### src/dids_pkg.sv
// Shared types and constants for the display idle dim/sleep policy unit.
// Holds phase and mode codes, register indexes and the ctrl/datapath interface structs.
// No dependencies.
package dids_pkg;

    typedef enum logic [1:0]
    {
        PH_ACTIVE = 2'd0,
        PH_DIM    = 2'd1,
        PH_SLEEP  = 2'd2
    } phase_t;

    typedef enum logic [1:0]
    {
        MODE_KEY    = 2'd0,
        MODE_UPDATE = 2'd1,
        MODE_FOLLOW = 2'd2,
        MODE_QUERY  = 2'd3
    } mode_t;

    // register index = paddr[4:2]
    localparam logic [2:0] REG_DIM_AFTER   = 3'd0;
    localparam logic [2:0] REG_SLEEP_AFTER = 3'd1;
    localparam logic [2:0] REG_FADE_LENGTH = 3'd2;
    localparam logic [2:0] REG_ACTIVE_LVL  = 3'd3;
    localparam logic [2:0] REG_DIM_LVL     = 3'd4;

    localparam int unsigned DIV_STEPS = 8;

    typedef enum logic [2:0]
    {
        ST_IDLE,
        ST_APPLY,
        ST_LEVEL,
        ST_DIVIDE,
        ST_FINISH
    } state_t;

    typedef struct packed
    {
        logic [31:0] dim_after_ms;
        logic [31:0] sleep_after_ms;
        logic [15:0] fade_length_ms;
        logic [7:0]  active_level;
        logic [7:0]  dim_level;
    } cfg_t;

    typedef struct packed
    {
        logic capture;   // latch the incoming request
        logic apply;     // update policy state
        logic level;     // compute elapsed, product and direct level
        logic div_step;  // one restoring divide step
        logic load_out;  // load the output register
    } ctrl_cmd_t;

    typedef struct packed
    {
        logic need_div;  // dim phase still fading
    } dp_status_t;

endpackage

### src/dids_ctrl.sv
// Controller FSM for the display idle dim/sleep policy unit.
// Sequences capture, state update, level compute, divide and output load.
// Depends on dids_pkg.
module dids_ctrl
(
    input  logic                   clk,
    input  logic                   rst_n,
    input  logic                   in_valid,
    output logic                   in_ready,
    output logic                   out_valid,
    input  logic                   out_ready,
    input  dids_pkg::dp_status_t   status,
    output dids_pkg::ctrl_cmd_t    cmd
);
    import dids_pkg::*;

    localparam int unsigned CNT_W = $clog2(DIV_STEPS);
    localparam logic [CNT_W-1:0] CNT_LAST = CNT_W'(DIV_STEPS - 1);

    state_t           state_reg, state_next;
    logic [CNT_W-1:0] cnt_reg, cnt_next;
    logic             out_valid_reg, out_valid_next;
    logic             out_free;

    assign out_free = !out_valid_reg || out_ready;

    always_ff @(posedge clk or negedge rst_n)
    begin
        if (!rst_n)
        begin
            state_reg     <= ST_IDLE;
            cnt_reg       <= '0;
            out_valid_reg <= 1'b0;
        end
        else
        begin
            state_reg     <= state_next;
            cnt_reg       <= cnt_next;
            out_valid_reg <= out_valid_next;
        end
    end

    // next state
    always_comb
    begin
        state_next = state_reg;
        unique case (state_reg)
            ST_IDLE:   if (in_valid) state_next = ST_APPLY;
            ST_APPLY:  state_next = ST_LEVEL;
            ST_LEVEL:  state_next = status.need_div ? ST_DIVIDE : ST_FINISH;
            ST_DIVIDE: if (cnt_reg == CNT_LAST) state_next = ST_FINISH;
            ST_FINISH: if (out_free) state_next = ST_IDLE;
            default:   state_next = ST_IDLE;
        endcase
    end

    // outputs
    always_comb
    begin
        cmd      = '0;
        in_ready = 1'b0;
        cnt_next = cnt_reg;
        unique case (state_reg)
            ST_IDLE:
            begin
                in_ready    = 1'b1;
                cmd.capture = in_valid;
            end
            ST_APPLY:  cmd.apply = 1'b1;
            ST_LEVEL:
            begin
                cmd.level = 1'b1;
                cnt_next  = '0;
            end
            ST_DIVIDE:
            begin
                cmd.div_step = 1'b1;
                cnt_next     = cnt_reg + CNT_W'(1);
            end
            ST_FINISH: cmd.load_out = out_free;
            default:   cmd = '0;
        endcase
    end

    always_comb
    begin
        out_valid_next = out_valid_reg;
        if (cmd.load_out)
            out_valid_next = 1'b1;
        else if (out_ready)
            out_valid_next = 1'b0;
    end

    assign out_valid = out_valid_reg;

endmodule

### src/dids_datapath.sv
// Datapath for the display idle dim/sleep policy unit.
// Policy state, fade product, 8-step restoring divider and output register.
// Depends on dids_pkg.
module dids_datapath
(
    input  logic                   clk,
    input  logic                   rst_n,
    input  dids_pkg::cfg_t         cfg,
    input  dids_pkg::ctrl_cmd_t    cmd,
    output dids_pkg::dp_status_t   status,
    input  logic [1:0]             in_mode,
    input  logic [31:0]            in_now_ms,
    input  logic [7:0]             in_requested_phase,
    output logic [1:0]             out_phase,
    output logic [7:0]             out_brightness
);
    import dids_pkg::*;

    // request
    mode_t       mode_reg;
    logic [31:0] now_reg;
    logic [7:0]  req_reg;

    // policy state
    logic [31:0] last_key_reg, last_key_next;
    logic [31:0] phase_start_reg, phase_start_next;
    phase_t      phase_reg, phase_next;
    logic        started_reg, started_next;

    // level / divide
    logic [23:0] wrk_reg;
    logic [7:0]  direct_reg;
    logic        use_div_reg;
    logic [1:0]  out_phase_reg;
    logic [7:0]  out_bright_reg;

    logic [31:0] lk0, ps0, idle_age, elapsed;
    phase_t      ph0, target;
    logic        fading;
    logic [7:0]  span, direct;
    logic [24:0] shifted;
    logic [16:0] trial_hi, sub_hi;
    logic        ge;

    always_ff @(posedge clk)
    begin
        if (cmd.capture)
        begin
            mode_reg <= mode_t'(in_mode);
            now_reg  <= in_now_ms;
            req_reg  <= in_requested_phase;
        end
    end

    // effective state after the start-up init
    always_comb
    begin
        if (!started_reg && mode_reg != MODE_QUERY)
        begin
            lk0 = now_reg;
            ps0 = now_reg;
            ph0 = PH_ACTIVE;
        end
        else
        begin
            lk0 = last_key_reg;
            ps0 = phase_start_reg;
            ph0 = phase_reg;
        end
        idle_age = now_reg - lk0;
    end

    always_comb
    begin
        target = PH_ACTIVE;
        case (mode_reg)
            MODE_UPDATE:
            begin
                if (idle_age >= cfg.sleep_after_ms)
                    target = PH_SLEEP;
                else if (idle_age >= cfg.dim_after_ms)
                    target = PH_DIM;
                else
                    target = PH_ACTIVE;
            end
            MODE_FOLLOW:
                target = (req_reg > 8'(PH_SLEEP)) ? PH_ACTIVE : phase_t'(req_reg[1:0]);
            default: target = PH_ACTIVE;
        endcase
    end

    always_comb
    begin
        last_key_next    = last_key_reg;
        phase_start_next = phase_start_reg;
        phase_next       = phase_reg;
        started_next     = started_reg;
        if (cmd.apply)
        begin
            case (mode_reg)
                MODE_KEY:
                begin
                    last_key_next    = now_reg;
                    phase_start_next = now_reg;
                    phase_next       = PH_ACTIVE;
                    started_next     = 1'b1;
                end
                MODE_UPDATE, MODE_FOLLOW:
                begin
                    phase_start_next = (target != ph0) ? now_reg : ps0;
                    phase_next       = target;
                    started_next     = 1'b1;
                    if (mode_reg == MODE_FOLLOW && target == PH_ACTIVE)
                        last_key_next = now_reg;
                    else
                        last_key_next = lk0;
                end
                default: started_next = started_reg;
            endcase
        end
    end

    always_ff @(posedge clk or negedge rst_n)
    begin
        if (!rst_n)
        begin
            last_key_reg    <= '0;
            phase_start_reg <= '0;
            phase_reg       <= PH_ACTIVE;
            started_reg     <= 1'b0;
        end
        else
        begin
            last_key_reg    <= last_key_next;
            phase_start_reg <= phase_start_next;
            phase_reg       <= phase_next;
            started_reg     <= started_next;
        end
    end

    // level from the updated state
    assign elapsed = now_reg - phase_start_reg;
    assign fading  = started_reg && phase_reg == PH_DIM
                     && elapsed < {16'd0, cfg.fade_length_ms};
    assign span    = (cfg.active_level >= cfg.dim_level) ?
                     (cfg.active_level - cfg.dim_level) : 8'd0;

    always_comb
    begin
        if (!started_reg || phase_reg == PH_ACTIVE)
            direct = cfg.active_level;
        else if (phase_reg == PH_SLEEP)
            direct = 8'd0;
        else
            direct = cfg.dim_level;
    end

    assign status.need_div = fading;

    // restoring divide; product < 256*fade keeps the quotient in 8 bits
    assign shifted  = {wrk_reg, 1'b0};
    assign trial_hi = shifted[24:8];
    assign ge       = trial_hi >= {1'b0, cfg.fade_length_ms};
    assign sub_hi   = trial_hi - {1'b0, cfg.fade_length_ms};

    always_ff @(posedge clk)
    begin
        if (cmd.level)
        begin
            wrk_reg     <= {16'd0, span} * {8'd0, elapsed[15:0]};
            direct_reg  <= direct;
            use_div_reg <= fading;
        end
        else if (cmd.div_step)
        begin
            wrk_reg <= {(ge ? sub_hi[15:0] : trial_hi[15:0]), wrk_reg[6:0], ge};
        end
    end

    always_ff @(posedge clk)
    begin
        if (cmd.load_out)
        begin
            out_phase_reg  <= phase_reg;
            out_bright_reg <= use_div_reg ? (cfg.active_level - wrk_reg[7:0]) : direct_reg;
        end
    end

    assign out_phase      = out_phase_reg;
    assign out_brightness = out_bright_reg;

endmodule

### src/display_idle_dim_sleep_policy_unit.sv
// Top level of the display idle dim/sleep policy unit.
// Config registers and APB port; instantiates dids_ctrl and dids_datapath.
// Depends on dids_pkg.
//
//  channel   dir   handshake              payload
//  s_axis    in    s_tvalid / s_tready    mode, now_ms, requested_phase
//  m_axis    out   m_tvalid / m_tready    current_phase_out, brightness
//  apb       in    psel/penable/pready    5 config registers, 4-byte stride
//
// Each request passes through accept, state update, level and output load,
// plus the divide steps when the dim fade is active; the one-bit-per-cycle
// restoring divider scales the fade. A new request is accepted only once
// the unit is back in idle. Reset is asynchronous and clears the policy
// state and handshake flags; config resets to its documented defaults.
// The result sits in an output register, so a new request is taken while
// the previous result waits; a stall on m_axis holds the unit in its last
// step until the output register is free.
module display_idle_dim_sleep_policy_unit
(
    input  logic        clk,
    input  logic        rst_n,
    // slave side
    input  logic        s_tvalid,
    output logic        s_tready,
    input  logic [47:0] s_tdata,   // [1:0] mode, [33:2] now_ms, [41:34] requested_phase
    // master side
    output logic        m_tvalid,
    input  logic        m_tready,
    output logic [15:0] m_tdata,   // [1:0] current_phase_out, [9:2] brightness
    // config
    input  logic        psel,
    input  logic        penable,
    input  logic        pwrite,
    input  logic [4:0]  paddr,
    input  logic [31:0] pwdata,
    output logic [31:0] prdata,
    output logic        pready
);
    import dids_pkg::*;

    cfg_t        cfg_reg, cfg_next;
    ctrl_cmd_t   cmd;
    dp_status_t  status;
    logic        cfg_wr;
    logic [2:0]  reg_idx;
    logic [1:0]  out_phase;
    logic [7:0]  out_bright;

    assign pready  = 1'b1;
    assign cfg_wr  = psel && penable && pwrite && pready;
    assign reg_idx = paddr[4:2];

    // register write decode; indexes past the list are ignored
    always_comb
    begin
        cfg_next = cfg_reg;
        if (cfg_wr)
        begin
            unique case (reg_idx)
                REG_DIM_AFTER:   cfg_next.dim_after_ms   = pwdata;
                REG_SLEEP_AFTER: cfg_next.sleep_after_ms = pwdata;
                REG_FADE_LENGTH: cfg_next.fade_length_ms = pwdata[15:0];
                REG_ACTIVE_LVL:  cfg_next.active_level   = pwdata[7:0];
                REG_DIM_LVL:     cfg_next.dim_level      = pwdata[7:0];
                default:         cfg_next = cfg_reg;
            endcase
        end
    end

    always_ff @(posedge clk or negedge rst_n)
    begin
        if (!rst_n)
        begin
            cfg_reg.dim_after_ms   <= 32'd30000;
            cfg_reg.sleep_after_ms <= 32'd120000;
            cfg_reg.fade_length_ms <= 16'd1000;
            cfg_reg.active_level   <= 8'd255;
            cfg_reg.dim_level      <= 8'd64;
        end
        else
        begin
            cfg_reg <= cfg_next;
        end
    end

    // read mux
    always_comb
    begin
        unique case (reg_idx)
            REG_DIM_AFTER:   prdata = cfg_reg.dim_after_ms;
            REG_SLEEP_AFTER: prdata = cfg_reg.sleep_after_ms;
            REG_FADE_LENGTH: prdata = {16'd0, cfg_reg.fade_length_ms};
            REG_ACTIVE_LVL:  prdata = {24'd0, cfg_reg.active_level};
            REG_DIM_LVL:     prdata = {24'd0, cfg_reg.dim_level};
            default:         prdata = 32'd0;
        endcase
    end

    dids_ctrl u_ctrl
    (
        .clk       (clk),
        .rst_n     (rst_n),
        .in_valid  (s_tvalid),
        .in_ready  (s_tready),
        .out_valid (m_tvalid),
        .out_ready (m_tready),
        .status    (status),
        .cmd       (cmd)
    );

    dids_datapath u_datapath
    (
        .clk                (clk),
        .rst_n              (rst_n),
        .cfg                (cfg_reg),
        .cmd                (cmd),
        .status             (status),
        .in_mode            (s_tdata[1:0]),
        .in_now_ms          (s_tdata[33:2]),
        .in_requested_phase (s_tdata[41:34]),
        .out_phase          (out_phase),
        .out_brightness     (out_bright)
    );

    // s_tdata[47:42] is padding
    assign m_tdata = {6'd0, out_bright, out_phase};

    // one request in flight: no accept in the cycle after an accept
    a_single_flight: assert property (@(posedge clk) disable iff (!rst_n)
        (s_tvalid && s_tready) |=> !s_tready)
        else $error("request accepted while busy");

    a_phase_code: assert property (@(posedge clk) disable iff (!rst_n)
        m_tvalid |-> (m_tdata[1:0] != 2'd3))
        else $error("illegal phase on output");

    a_sleep_dark: assert property (@(posedge clk) disable iff (!rst_n)
        (m_tvalid && m_tdata[1:0] == PH_SLEEP) |-> (m_tdata[9:2] == 8'd0))
        else $error("sleep phase with nonzero brightness");

    a_active_level: assert property (@(posedge clk) disable iff (!rst_n)
        (m_tvalid && m_tdata[1:0] == PH_ACTIVE) |-> (m_tdata[9:2] == cfg_reg.active_level))
        else $error("active phase brightness mismatch");

endmodule

### config.mk
export PLATFORM = sky130hd
export DESIGN_NAME = display_idle_dim_sleep_policy_unit
export DESIGN_NICKNAME = d
export VERILOG_FILES = /design/src/dids_pkg.sv /design/src/dids_ctrl.sv /design/src/dids_datapath.sv /design/src/display_idle_dim_sleep_policy_unit.sv
export SDC_FILE = /design/constraint.sdc
export NUM_CORES = 1
export LEC_CHECK = 0
export BUFFER_PORTS_ARGS = -buffer_cell sky130_fd_sc_hd__buf_2
export CAP_MARGIN = 20
export CORE_MARGIN = 2
export CORE_UTILIZATION = 30
export CTS_CLUSTER_SIZE = 12
export DETAILED_ROUTE_END_ITERATION = 6
export PLACE_DENSITY = 0.46
export SKIP_LAST_GASP = 1
export SLEW_MARGIN = 15
export SYNTH_ARGS = -nofsm -noshare
export SYNTH_HDL_FRONTEND = slang
export SYNTH_SLANG_ARGS = --single-unit
### constraint.sdc
create_clock -name clk -period 10.2 [get_ports clk]
set_clock_uncertainty 0.05 [all_clocks]
set_input_delay 2.04 -clock clk [delete_from_list [all_inputs] [get_ports clk]]
set_output_delay 2.04 -clock clk [all_outputs]
set_load 0.01 [all_outputs]
### After elaboration in Yosys (flattened, before gate mapping)

Index checks and enable logic that the tools add are counted.
W data, S select, Z words.

| storage, ports and cells | value |
|---|---|
| bits in registers | 255 |
| input bits | 92 |
| output and inout port bits | 51 |
| logic and storage cells | 116 |

| cells by class | value |
|---|---|
| $add $sub $neg | 6 |
| multiply operators | 1 |
| magnitude comparators | 6 |
| eq/ne operators | 19 |
| muxes and demuxes | 34 |
| reduce and logical (&&, ||, !) cells | 30 |

Operators by type and width:

| cell | number |
|---|---|
| $pmux W32 S5 | 1 |
| $mux W32 | 4 |
| $pmux W32 S2 | 2 |
| $ge A32 B32 Y1 | 2 |
| $sub A32 B32 Y32 | 2 |
| $mux W24 | 2 |
| $lt A32 B16 Y1 | 1 |
| $mux W8 | 4 |
| $mul A8 B16 Y24 | 1 |
| $ge A17 B16 Y1 | 1 |
| $mux W16 | 1 |
| $sub A16 B16 Y16 | 1 |
| $sub A8 B8 Y8 | 2 |
| $pmux W3 S5 | 1 |
| $reduce_and A2 Y1 | 7 |
| $eq A3 B2 Y1 const B | 4 |
| $mux W3 | 4 |
| $eq A3 B3 Y1 const B | 3 |
| $mux W1 | 9 |
| $ge A8 B8 Y1 | 1 |
| $gt A8 B2 Y1 const B | 1 |
| $pmux W2 S2 | 2 |
| $reduce_bool A2 Y1 | 4 |
| $eq A3 B1 Y1 const B | 2 |
| 17 further kinds | 34 |

### Longest topological paths before layout

Gate-level depths: netlist of run 1.

| depth | value |
|---|---|
| depth after elaboration | 12 |
| gate-level depth with buffers | 35 |
| mapped depth without buffers | 33 |

### By module

A second synthesis of run 1 with hierarchy kept.

| second synthesis, totals | value |
|---|---|
| cells, all modules | 2196 |
| area, all modules | 21660.8 µm² |

Modules (own cells, without submodules):

| module | instances | cells each | area each (µm²) | seq. area each (µm²) |
|---|---|---|---|---|
| dids_datapath | 1 | 1824 | 16722.3 | 4229.1 |
| display_idle_dim_sleep_policy_unit | 1 | 330 | 4540.6 | 2438.6 |
| dids_ctrl | 1 | 42 | 397.9 | 175.2 |

### Worst setup path before layout of run 1

No wires, ideal clock.

| timing | value |
|---|---|
| kind | register -> register |
| start | register cfg_reg[8] (netlist name) |
| end | register u_datapath.wrk_reg[20], data pin |
| library setup time | 0.286 ns |
| arrival time | 6.990 ns |
| data required time | 9.864 ns |
| path slack | 2.875 ns |
| stages on the path, launching flop included | 33 |
| path through | dfstp_2 > inv_1 > ha_1 > inv_1 > fa_1 > a21o_1 > a21o_1 > a21oi_1 > nor2_1 > nor2_1 > o21ai_0 > a21o_1 > a21o_1 > clkbuf_1 > nand2_1 > clkbuf_1 > nor2_1 > fa_1 > fa_1 > fa_1 > inv_1 > fa_1 > inv_1 > ha_1 > a21o_1 > a21o_1 > a221o_1 > a21o_1 > a41o_1 > a21boi_0 > o21ai_0 > xnor2_1 > a21oi_1 |

| on the way | value |
|---|---|
| cells in the longest elaborated chain, start to end | 4 |

Ends and longest elaborated chain:

| item | RTL line | RTL |
|---|---|---|
| from (decl) | display_idle_dim_sleep_policy_unit.sv:41 | `cfg_t cfg_reg, cfg_next;` |
| from (signal assigned) | display_idle_dim_sleep_policy_unit.sv:82 | `cfg_reg <= cfg_next;` |
| $sub A8 B8 Y8 / $ge A8 B8 Y1 (equally long branches) | dids_datapath.sv:146, dids_datapath.sv:145 |  |
| $mux W8 * | dids_datapath.sv:145 | `assign span = (cfg.active_level >= cfg.dim_level) ?` |
| $mul A8 B16 Y24 * | dids_datapath.sv:170 | `wrk_reg <= {16'd0, span} * {8'd0, elapsed[15:0]};` |
| $mux W24 * | dids_datapath.sv:168 | `if (cmd.level)` |
| to (signal assigned) | dids_datapath.sv:170 |  |
| to (signal assigned) | dids_datapath.sv:176 | `wrk_reg <= {(ge ? sub_hi[15:0] : trial_hi[15:0]), wrk_reg[6:0], ge};` |
| to (decl) | dids_datapath.sv:31 | `logic [23:0] wrk_reg;` |

Mark *: on every way between the ends. The rest lies on a longest branch, timed or not.
A chain may end at the register's enable or synchronous reset.

### Worst setup path in the final report of run 1

| timing | value |
|---|---|
| start | register cfg_reg[8] (netlist name) |
| end | register u_datapath.wrk_reg[19], data pin |

Same word-level chain as after synthesis.

==> metrics.cfg, run 1 <==
[cells_and_area]
area_delta_synth_final_pct=12.9
nets=2784
drive_above_1_share_pct=15.0
n_antenna_cell=0
fin_area_sq_mm=0.0241
largest_reg_flops=96
fin_util_pct=34.3

[setup_path]
cp_data_required_time_ps=10480
cp-start-kind=register
worstReg2RegEnd=u_datapath.wrk_reg[19]$_DFFE_PP_
crit_path_top_delay_cell=nand2_1
criticalPathCategory=register to register
rrSetupSlack_ps=1770
critPathMostFrequentCell=inv_1
ff2ff_path_depth=31
worst_setup_path_end_kind=register
critical_path.startpoint=cfg_reg[8]$_DFFE_PN1P_
r2r_start=cfg_reg[8]$_DFFE_PN1P_
arrival_ps=8710
max_stage_delay_ps=640
critPathMaxFanout=23

[floorplanning]
rows=97
boundaryPins=143
initial_utilization_pct=30.4
die_w_microns=271
die_h_microns=271
die-area_sq_mm=0.0733
coreArea_sq_mm=0.0703

[cts]
cts_max_path_buffers=3
cts_buffers=31
insertion_delay_ps=610
cts_num_sinks=255
cts_resized=0
cts_tree=done
clk_pin_slew_ps=70
postCtsHoldBufs=0
htreeDepth=1
cts_setup_buffers=0
clock-root-buffer=clkbuf_16

[synth]
ys_seq_elements=255
avgSynthCellArea_sq_um=9.32
syn_inst=2290
syn_area_sq_mm=0.0214
ys_seq_area_share_pct=32.0
synth_warnings=0
synthArstFlopShare_pct=66.7
synth_cell_types=86
synth_enable_flop_cells=85
synth-main-ff-cell=dfrtp_1

[route]
first_pass_iters=7
vias=16600
wire_per_inst_microns=18.5
wl_met2_mm=29.8
m1WireLength_mm=28.7
met3_length_mm=2.27
via_per_inst=4.96
dr.max_layer_used=met4
drtIter0Drc=1009
drc=0
route.antenna.remaining_nets=0
finalWirelength_mm=62.2

[sta]
fin_tns_setup_ps=0
relSlewSlack_pct=21.4
rsz0062_at_grt=no
post-route-period-util_pct=82.7
drv_slew=0
finalWorstSetupSlack_ps=1770
setup_violations=0
finalCriticalPeriod_ps=8430
max_freq_mhz=119
hold_viol=0
worstMarginPinSlew_ps=1170

[global_route]
antenna_found_initial=1
grt_pass1_vias=17000
grt_overflow=0
grt_usage_pct=16.9
grt_max_degree=64
grt_pass1_wl_mm=97.3

[place]
place.gp.congestion=0.858
placed_area_sq_mm=0.0230
port_buffers=127
dp_slack_ps=1770
dp_hpwl_mm=49.5

[run_status]
status=completed

[flow_run]
maxCapViolCount=0

[min_path]
min_path_type=register to register
min-delay-start=u_ctrl.cnt_reg[1]$_DFFE_PN0P_
hold-path-endpoint=u_ctrl.cnt_reg[1]$_DFFE_PN0P_
min_delay_path_depth=2

## placed cells by master (no fill, tap or decap), types with 7 or more instances in the layout
master | Yosys | final
nand2b_1 | 28 | 28
buf_2 | 11 | 126
clkbuf_16 | 0 | 32
dfrtp_1 | 141 | 141
a31oi_1 | 13 | 11
ha_1 | 216 | 216
a21o_1 | 75 | 75
clkinv_1 | 1 | 7
mux2_2 | 104 | 104
nor2b_1 | 24 | 23
dfstp_2 | 29 | 29
mux2i_1 | 39 | 39
conb_1 | 2 | 7
and3_1 | 11 | 11
a211oi_1 | 15 | 15
a22o_1 | 25 | 25
buf_4 | 7 | 12
and2_1 | 17 | 14
o21ai_0 | 156 | 156
nor2_1 | 160 | 159
xor2_1 | 31 | 31
o21bai_1 | 12 | 12
o22ai_1 | 12 | 12
a22oi_1 | 19 | 19
inv_1 | 289 | 289
or2_2 | 7 | 7
o21a_1 | 10 | 10
a21oi_1 | 131 | 131
nand2_1 | 203 | 203
clkinv_2 | 0 | 8
o211ai_1 | 11 | 11
o2111ai_1 | 8 | 8
xnor2_1 | 63 | 63
nor3_1 | 26 | 25
edfxtp_1 | 85 | 85
fa_1 | 88 | 88
nand4_1 | 26 | 26
nand3_1 | 32 | 32
## layer usage
layer | track usage [%] | vias up
li1 | - | 8135
met1 | 22.5 | 8106
met2 | 29.1 | 328
met3 | 2.06 | 76
met4 | 3.81 | 0
met5 | 0 | -
## metrics by stage
step | hold WS (ps) | cells
after floorplan | 404 | 2295
after global placement | 422 | 3290
after detailed placement | 437 | 3290
after CTS | 451 | 3348
after global routing | 464 | 3353
final | 448 | 3353
## worst max path at each step
stage,to,slack [ps],cells past startpoint
2_1_floorplan,u_datapath.wrk_reg[20]$_DFFE_PP_,2870,32
3_3_place_gp,u_datapath.wrk_reg[19]$_DFFE_PP_,1860,31
3_5_place_dp,u_datapath.wrk_reg[19]$_DFFE_PP_,1770,31
4_1_cts,u_datapath.wrk_reg[19]$_DFFE_PP_,1740,31
5_1_grt,u_datapath.wrk_reg[19]$_DFFE_PP_,1290,31
6_report,u_datapath.wrk_reg[19]$_DFFE_PP_,1770,31
## cells by family (layout without fill, tap and decap cells)
| logic type | Yosys count | in the layout | share of synthesized area [%] |
|---|---|---|---|
| and+or+nand+nor | 558 | 558 | 12.0 |
| AOI/OAI and AO/OA | 557 | 557 | 16.9 |
| buffers and inverters | 373 | 491 | 6.75 |
| adders and majority gates | 308 | 308 | 21.1 |
| DFF | 255 | 255 | 32.0 |
| muxes | 143 | 143 | 7.31 |
| xor gates and xnor gates | 94 | 94 | 3.86 |
| other | 2 | 7 | 0.0352 |
## final cells by class
type / count / area (sq um)
Multi-Input combinational cell: 1667 / 13100
Clock buffer: 36 / 836
Timing Repair Buffer: 143 / 827
Fill cell: 7145 / 46200
Sequential cell: 255 / 6840
Tap cell: 940 / 1180
Clock inverter: 22 / 205
Inverter: 290 / 1090
## worst max-delay path, delay by kind of cell (launching register included)
kind                     cells  cell delay [ps]
AO/OA/AOI/OAI               13             3170
XOR/XNOR                     1              230
adder cells (fa/ha/maj)      7             2990
buffers and inverters        6              360
flip-flops                   1              380
AND/OR/NAND/NOR              4             1010
## cell usage after synthesis (all sizes together), types with 17 or more instances
cell type,count,area share [%]
a211oi,17,0.64
a21o,75,2.6
a21oi,132,3.1
a22o,25,1.0
a22oi,19,0.67
and2,18,0.53
buf,20,0.54
clkbuf,63,1.1
dfrtp,141,17
dfstp,29,3.6
edfxtp,85,12
fa,88,8.3
ha,216,13
inv,289,5.1
mux2,104,5.5
mux2i,39,1.8
nand2,203,3.6
nand2b,28,0.82
nand3,32,0.75
nand4,26,0.76
nor2,161,2.9
nor2b,24,0.70
nor3,26,0.61
o21ai,162,3.8
xnor2,63,2.6
xor2,31,1.3
Power of run 1 is not shown: default switching activity piles up to over one toggle a cycle in this logic, so the estimate is an artifact.
==> inputs of run 2 (changes only) <==
Settings changed: PLACE_DENSITY 0.46 to 0.48.
Clock period 10.2 ns to 7.29 ns, I/O delays scaled along.
==> run 2 against run 1 <==
Via count rose by 2.1%; sequential share of layout area is 0.90 points lower; critical endpoint is now u_datapath.wrk_reg[22]$_DFFE_PP_; final cell count increased by 2.7%; register-to-register slack got worse by 1500 ps; global-route usage about the same; worst hold slack worse by 5.1 ps; design area increased by 3.3%; maximum frequency increased by 20%; wire length grew 0.39%.
==> metrics.cfg, run 2 (synthesized netlist as in run 1, its figures left out) <==
[sta]
fin_tns_setup_ps=0  ; unchanged
max_freq_mhz=142  ; +20%
worstMarginPinSlew_ps=1060  ; -115 ps
post-route-period-util_pct=96.4  ; +14 points
drv_slew=0  ; unchanged
finalCriticalPeriod_ps=7030  ; -1400 ps
hold_viol=0  ; unchanged
finalWorstSetupSlack_ps=260  ; -1510 ps
setup_violations=0  ; unchanged
relSlewSlack_pct=29.2  ; +7.8 points

[floorplanning]
boundaryPins=143  ; unchanged
initial_utilization_pct=30.4  ; unchanged
rows=97  ; unchanged
die-area_sq_mm=0.0733  ; unchanged
coreArea_sq_mm=0.0703  ; unchanged
die_h_microns=271  ; unchanged
die_w_microns=271  ; unchanged

[place]
place.gp.congestion=0.872  ; +1.6%
dp_hpwl_mm=50.4  ; +1.8%
dp_cells=3382  ; +2.8%
dp_slack_ps=-259  ; -2030 ps
port_buffers=127  ; unchanged
placed_area_sq_mm=0.0237  ; +3.1%

[min_path]
min_path_type=register to register
min-delay-start=u_ctrl.cnt_reg[1]$_DFFE_PN0P_

[setup_path]
cp_data_required_time_ps=7480  ; -3000 ps
crit_path_top_delay_cell=fa_1
critPathBufInv=8  ; +2
arrival_ps=7220  ; -1490 ps
cp-start-kind=register
critPathMostFrequentCell=inv_1
r2r_start=cfg_reg[8]$_DFFE_PN1P_
worst_setup_path_end_kind=register
critical_path.startpoint=cfg_reg[8]$_DFFE_PN1P_
critPathMaxFanout=8  ; -65%
criticalPathCategory=register to register
crit_family=adder cells
max_stage_delay_ps=540  ; -100 ps

[cts]
cts_tree=done
cts_buffers=34  ; +9.7%
insertion_delay_ps=550  ; -60 ps
clk_pin_slew_ps=50  ; -20 ps
cts_num_sinks=255  ; unchanged
clock-root-buffer=clkbuf_16
cts_max_path_buffers=3  ; unchanged
htreeDepth=2  ; +1

[cells_and_area]
drive_above_1_share_pct=18.7  ; +3.7 points
largest_reg_flops=96  ; unchanged
area_delta_synth_final_pct=16.6
final_cells=3445  ; +2.7%
n_antenna_cell=0  ; unchanged
final_cell_mix=288 x inv_1, 215 x ha_1, 197 x nand2_1
final_common_cell=inv_1
nets=2877  ; +3.3%
fin_area_sq_mm=0.0249  ; +3.3%

[route]
drc=0  ; unchanged
finalWirelength_mm=62.4  ; +0.39%
drtIter0Drc=927  ; -8.1%
first_pass_iters=7  ; unchanged
vias=17000  ; +2.1%
wire_per_inst_microns=18.1  ; -2.3%
via_per_inst=4.93  ; -0.66%
route.antenna.remaining_nets=0  ; unchanged

[global_route]
grt_max_degree=68  ; +6.3%
grt_pass1_wl_mm=97.6  ; +0.28%
grt_overflow=0  ; unchanged
grt_usage_pct=16.9  ; +0.039 points
antenna_found_initial=2  ; +1
grt_pass1_vias=17100  ; +0.36%

[flow_run]
maxCapViolCount=0  ; unchanged

[run_status]
status=completed

==> run 2: cell types whose count changed in the layout (fill, tap and decap cells not counted), sizes merged <==
cell | previous run | this run
clkbuf | 36 | 49
clkinvlp | 0 | 2
buf | 143 | 233
clkinv | 17 | 9
bufinv | 3 | 1
inv | 292 | 289
==> run 2: tightest hold or removal path, stage by stage (launching register included) <==
cell     delay (ps)
dfrtp_1         350
nand2_1          50
o21ai_0          60
==> run 2: final timing paths <==
check | end | slack [ps] | cells past startpoint
min reg2reg | u_ctrl.cnt_reg[1]$_DFFE_PN0P_ | 440 | 2
min in group asynchronous | u_datapath.phase_start_reg[19]$_DFFE_PN0P_ | 800 | 1
min | u_ctrl.cnt_reg[1]$_DFFE_PN0P_ | 440 | 2
max reg2reg | u_datapath.wrk_reg[22]$_DFFE_PP_ | 260 | 33
max | u_datapath.wrk_reg[22]$_DFFE_PP_ | 260 | 33
max in group asynchronous | cfg_reg[7]$_DFFE_PN0P_ | 5020 | 2
==> run 2: final cells by class <==
| class | instances | area, sq um |
|---|---|---|
| clock inverters | 11 | 93.8 |
| clock buffers | 49 | 927 |
| inverters | 290 | 1090 |
| flip-flops and latches | 255 | 6840 |
| well taps | 940 | 1180 |
| multi-input cells | 1667 | 13300 |
| fillers | 7153 | 45400 |
| repair buffers | 233 | 1500 |
==> run 2: per-layer routing <==
metal	up-vias	GRT usage, %	wire length [microns]
met5	-	0	0
met4	0	3.72	1120
met3	59	1.87	2140
met2	295	29.6	30700
met1	8294	22.4	28500
li1	8341	-	-
==> run 2: what timing repair did <==
item                                    4_1_cts  5_1_grt
gates resized for setup                      10       33
setup buffers                                 0        2
pin swaps                                     1       10
hold buffers                                  0        0
endpoints found under the setup margin        7       40
hold endpoints to repair                      0        0
==> run 2: per-stage QoR <==
stage          util [%]  hold WS [ps]
2_1_floorplan         -           404
3_3_place_gp       33.7           419
3_5_place_dp       33.7           428
4_1_cts            35.2           441
5_1_grt            35.4           461
6_report           35.4           443
Power of run 2 is left out for the same reason.
==> inputs of run 3 (changes only) <==
Settings changed: ABC_AREA from default to 1.
==> run 3 against run 2 <==
Sequential share of layout area fell by 1.1 points; critical path depth down 2; wire length increased by 14%; design area up 4.3%; worst setup slack better by 180 ps; maximum frequency up 2.6%; worst hold slack worse by 25 ps; via count increased by 18%.
==> metrics.cfg, run 3 <==
[run_status]
status=completed

[route]
drtIter0Drc=1217  ; +31%
vias=20100  ; +18%
first_pass_iters=5  ; -2
via_per_inst=4.69  ; -5.0%
finalWirelength_mm=71.0  ; +14%
wire_per_inst_microns=16.6  ; -8.5%
route.antenna.remaining_nets=0  ; unchanged
drc=0  ; unchanged

[synth]
synth_warnings=0  ; unchanged
synth_cell_types=54  ; -37%
synth_commonest_cells=830 x nand2_1, 589 x inv_1, 225 x nor2_1, 216 x ha_1, 207 x o21ai_0
ys_seq_area_share_pct=30.1  ; -2.0 points
ys_seq_elements=255  ; unchanged
synthArstFlopShare_pct=66.7  ; unchanged
yosys.area.top_type_share_pct=15.5  ; -1.0 points
syn_inst=3130  ; +37%
syn_area_sq_mm=0.0228  ; +6.6%
ys_top_cells_by_area=dfrtp_1 15%, nand2_1 14%, ha_1 12%
synth-main-ff-cell=dfrtp_1
yosys.area.top_type=dfrtp_1
avgSynthCellArea_sq_um=7.27  ; -22%
synth_enable_flop_cells=85  ; unchanged
yosysMostFrequentCell=nand2_1

[floorplanning]
die_w_microns=279  ; +3.2%
initial_utilization_pct=30.1  ; -0.25 points
die_h_microns=279  ; +3.2%
die-area_sq_mm=0.0781  ; +6.5%
boundaryPins=143  ; unchanged
coreArea_sq_mm=0.0756  ; +7.5%
rows=101  ; +4.1%

[flow_run]
maxCapViolCount=0  ; unchanged

[sta]
finalCriticalPeriod_ps=6850  ; -177 ps
relSlewSlack_pct=33.5  ; +4.4 points
worstMarginPinSlew_ps=995  ; -60.9 ps
rsz0062_at_grt=yes
post-route-period-util_pct=94.0  ; -2.4 points
setup_violations=0  ; unchanged
hold_viol=0  ; unchanged
drv_slew=0  ; unchanged
max_freq_mhz=146  ; +2.6%

[setup_path]
crit_path_top_delay_cell=fa_1
ff2ff_path_depth=31  ; -6.1%
cp-start-kind=register
cp_data_required_time_ps=7530  ; +50 ps
critPathMaxFanout=10  ; +2
max_stage_delay_ps=550  ; about the same
criticalPathCategory=register to register
worst_setup_path_end_kind=register
arrival_ps=7100  ; -120 ps

[min_path]
min_delay_path_depth=2  ; unchanged
min_path_type=register to register

[cts]
htreeDepth=2  ; unchanged
clock-root-buffer=clkbuf_16
cts_tree=done
insertion_delay_ps=560  ; about the same
clk_pin_slew_ps=50  ; about the same
cts_max_path_buffers=3  ; unchanged
cts_buffers=36  ; +5.9%
postCtsHoldBufs=0  ; unchanged
cts_num_sinks=255  ; unchanged

[global_route]
grt_pass1_wl_mm=111  ; +14%
grt_overflow=0  ; unchanged
grt_max_degree=69  ; +1.5%
grt_pass1_vias=19500  ; +14%
antenna_found_initial=2  ; unchanged
grt_usage_pct=18.2  ; +1.3 points

[place]
dp_cells=4214  ; +25%
place.gp.congestion=0.863  ; -1.0%
dp_hpwl_mm=56.0  ; +11%
port_buffers=127  ; unchanged

[cells_and_area]
area_delta_synth_final_pct=14.1
drive_above_1_share_pct=9.45  ; -9.2 points
final_cell_mix=826 x nand2_1, 589 x inv_1, 221 x nor2_1
n_fill_cell=8188  ; +14%
final_cells=4282  ; +24%
nets=3672  ; +28%
final_common_cell=nand2_1
largest_reg_flops=96  ; unchanged

==> run 3: stage by stage <==
step	TNS (ps)	util (%)	setup WS (ps)	hold WS [ps]	area, sq um
after floorplan	0	-	989	392	22800
after global placement	0	32.7	264	404	24700
after detailed placement	0	32.7	224	408	24700
after CTS	0	34.3	174	420	25900
after global routing	-63.7	34.4	-63.7	435	26000
final	0	34.4	437	418	26000
==> run 3: worst paths after layout <==
path,to,slack [ps],start
worst max-delay path,u_datapath.wrk_reg[20]$_DFFE_PP_,440,cfg_reg[8]$_DFFE_PN1P_
worst min-delay path,u_datapath.phase_start_reg[1]$_DFFE_PN0P_,420,u_datapath.phase_start_reg[1]$_DFFE_PN0P_
worst max register to register,u_datapath.wrk_reg[20]$_DFFE_PP_,440,cfg_reg[8]$_DFFE_PN1P_
worst min register to register,u_datapath.phase_start_reg[1]$_DFFE_PN0P_,420,u_datapath.phase_start_reg[1]$_DFFE_PN0P_
max in group asynchronous,cfg_reg[88]$_DFFE_PN0P_,4930,rst_n
min in group asynchronous,u_datapath.phase_start_reg[29]$_DFFE_PN0P_,840,rst_n
==> run 3: kinds of logic after synthesis <==
| group | share of synthesized area (%) |
|---|---|
| DFF | 30.1 |
| adders and majority gates | 19.6 |
| AOI/OAI and AO/OA | 12.1 |
| other | 0.0330 |
| and+or+nand+nor | 23.9 |
| buffers and inverters | 11.4 |
| xor gates and xnor gates | 2.89 |
==> run 3: area by class of cell <==
cell class	count	area, sq um	share of cell area, %
Clock buffer	53	1070	4.11
Timing Repair Buffer	184	1080	4.17
Clock inverter	12	126	0.487
Sequential cell	255	6840	26.3
Tap cell	978	1220	4.71
Antenna cell	1	2.50	0.00964
Inverter	594	2230	8.59
Multi-Input combinational cell	2205	13400	51.6
==> run 3: critical path: cells and delay by family (launching register included) <==
family / cells / cell delay, ps
fa+ha+maj: 7 / 2800
buf+inv: 6 / 540
simple gates: 10 / 1340
compound gates: 8 / 1330
flops: 1 / 520
==> run 3: per-layer routing <==
metal	vias to the layer above	wire [microns]	global-route usage, %
met5	-	0	0
met3	71	2200	1.75
met2	322	34400	31.6
met4	0	1250	3.61
met1	9388	33100	24.6
li1	10300	-	-
==> run 3: what timing repair did <==
item | CTS | global route
setup endpoints to repair | 0 | 5
setup buffers | 0 | 1
gates resized for setup | 0 | 8
Power of run 3 is left out for the same reason.
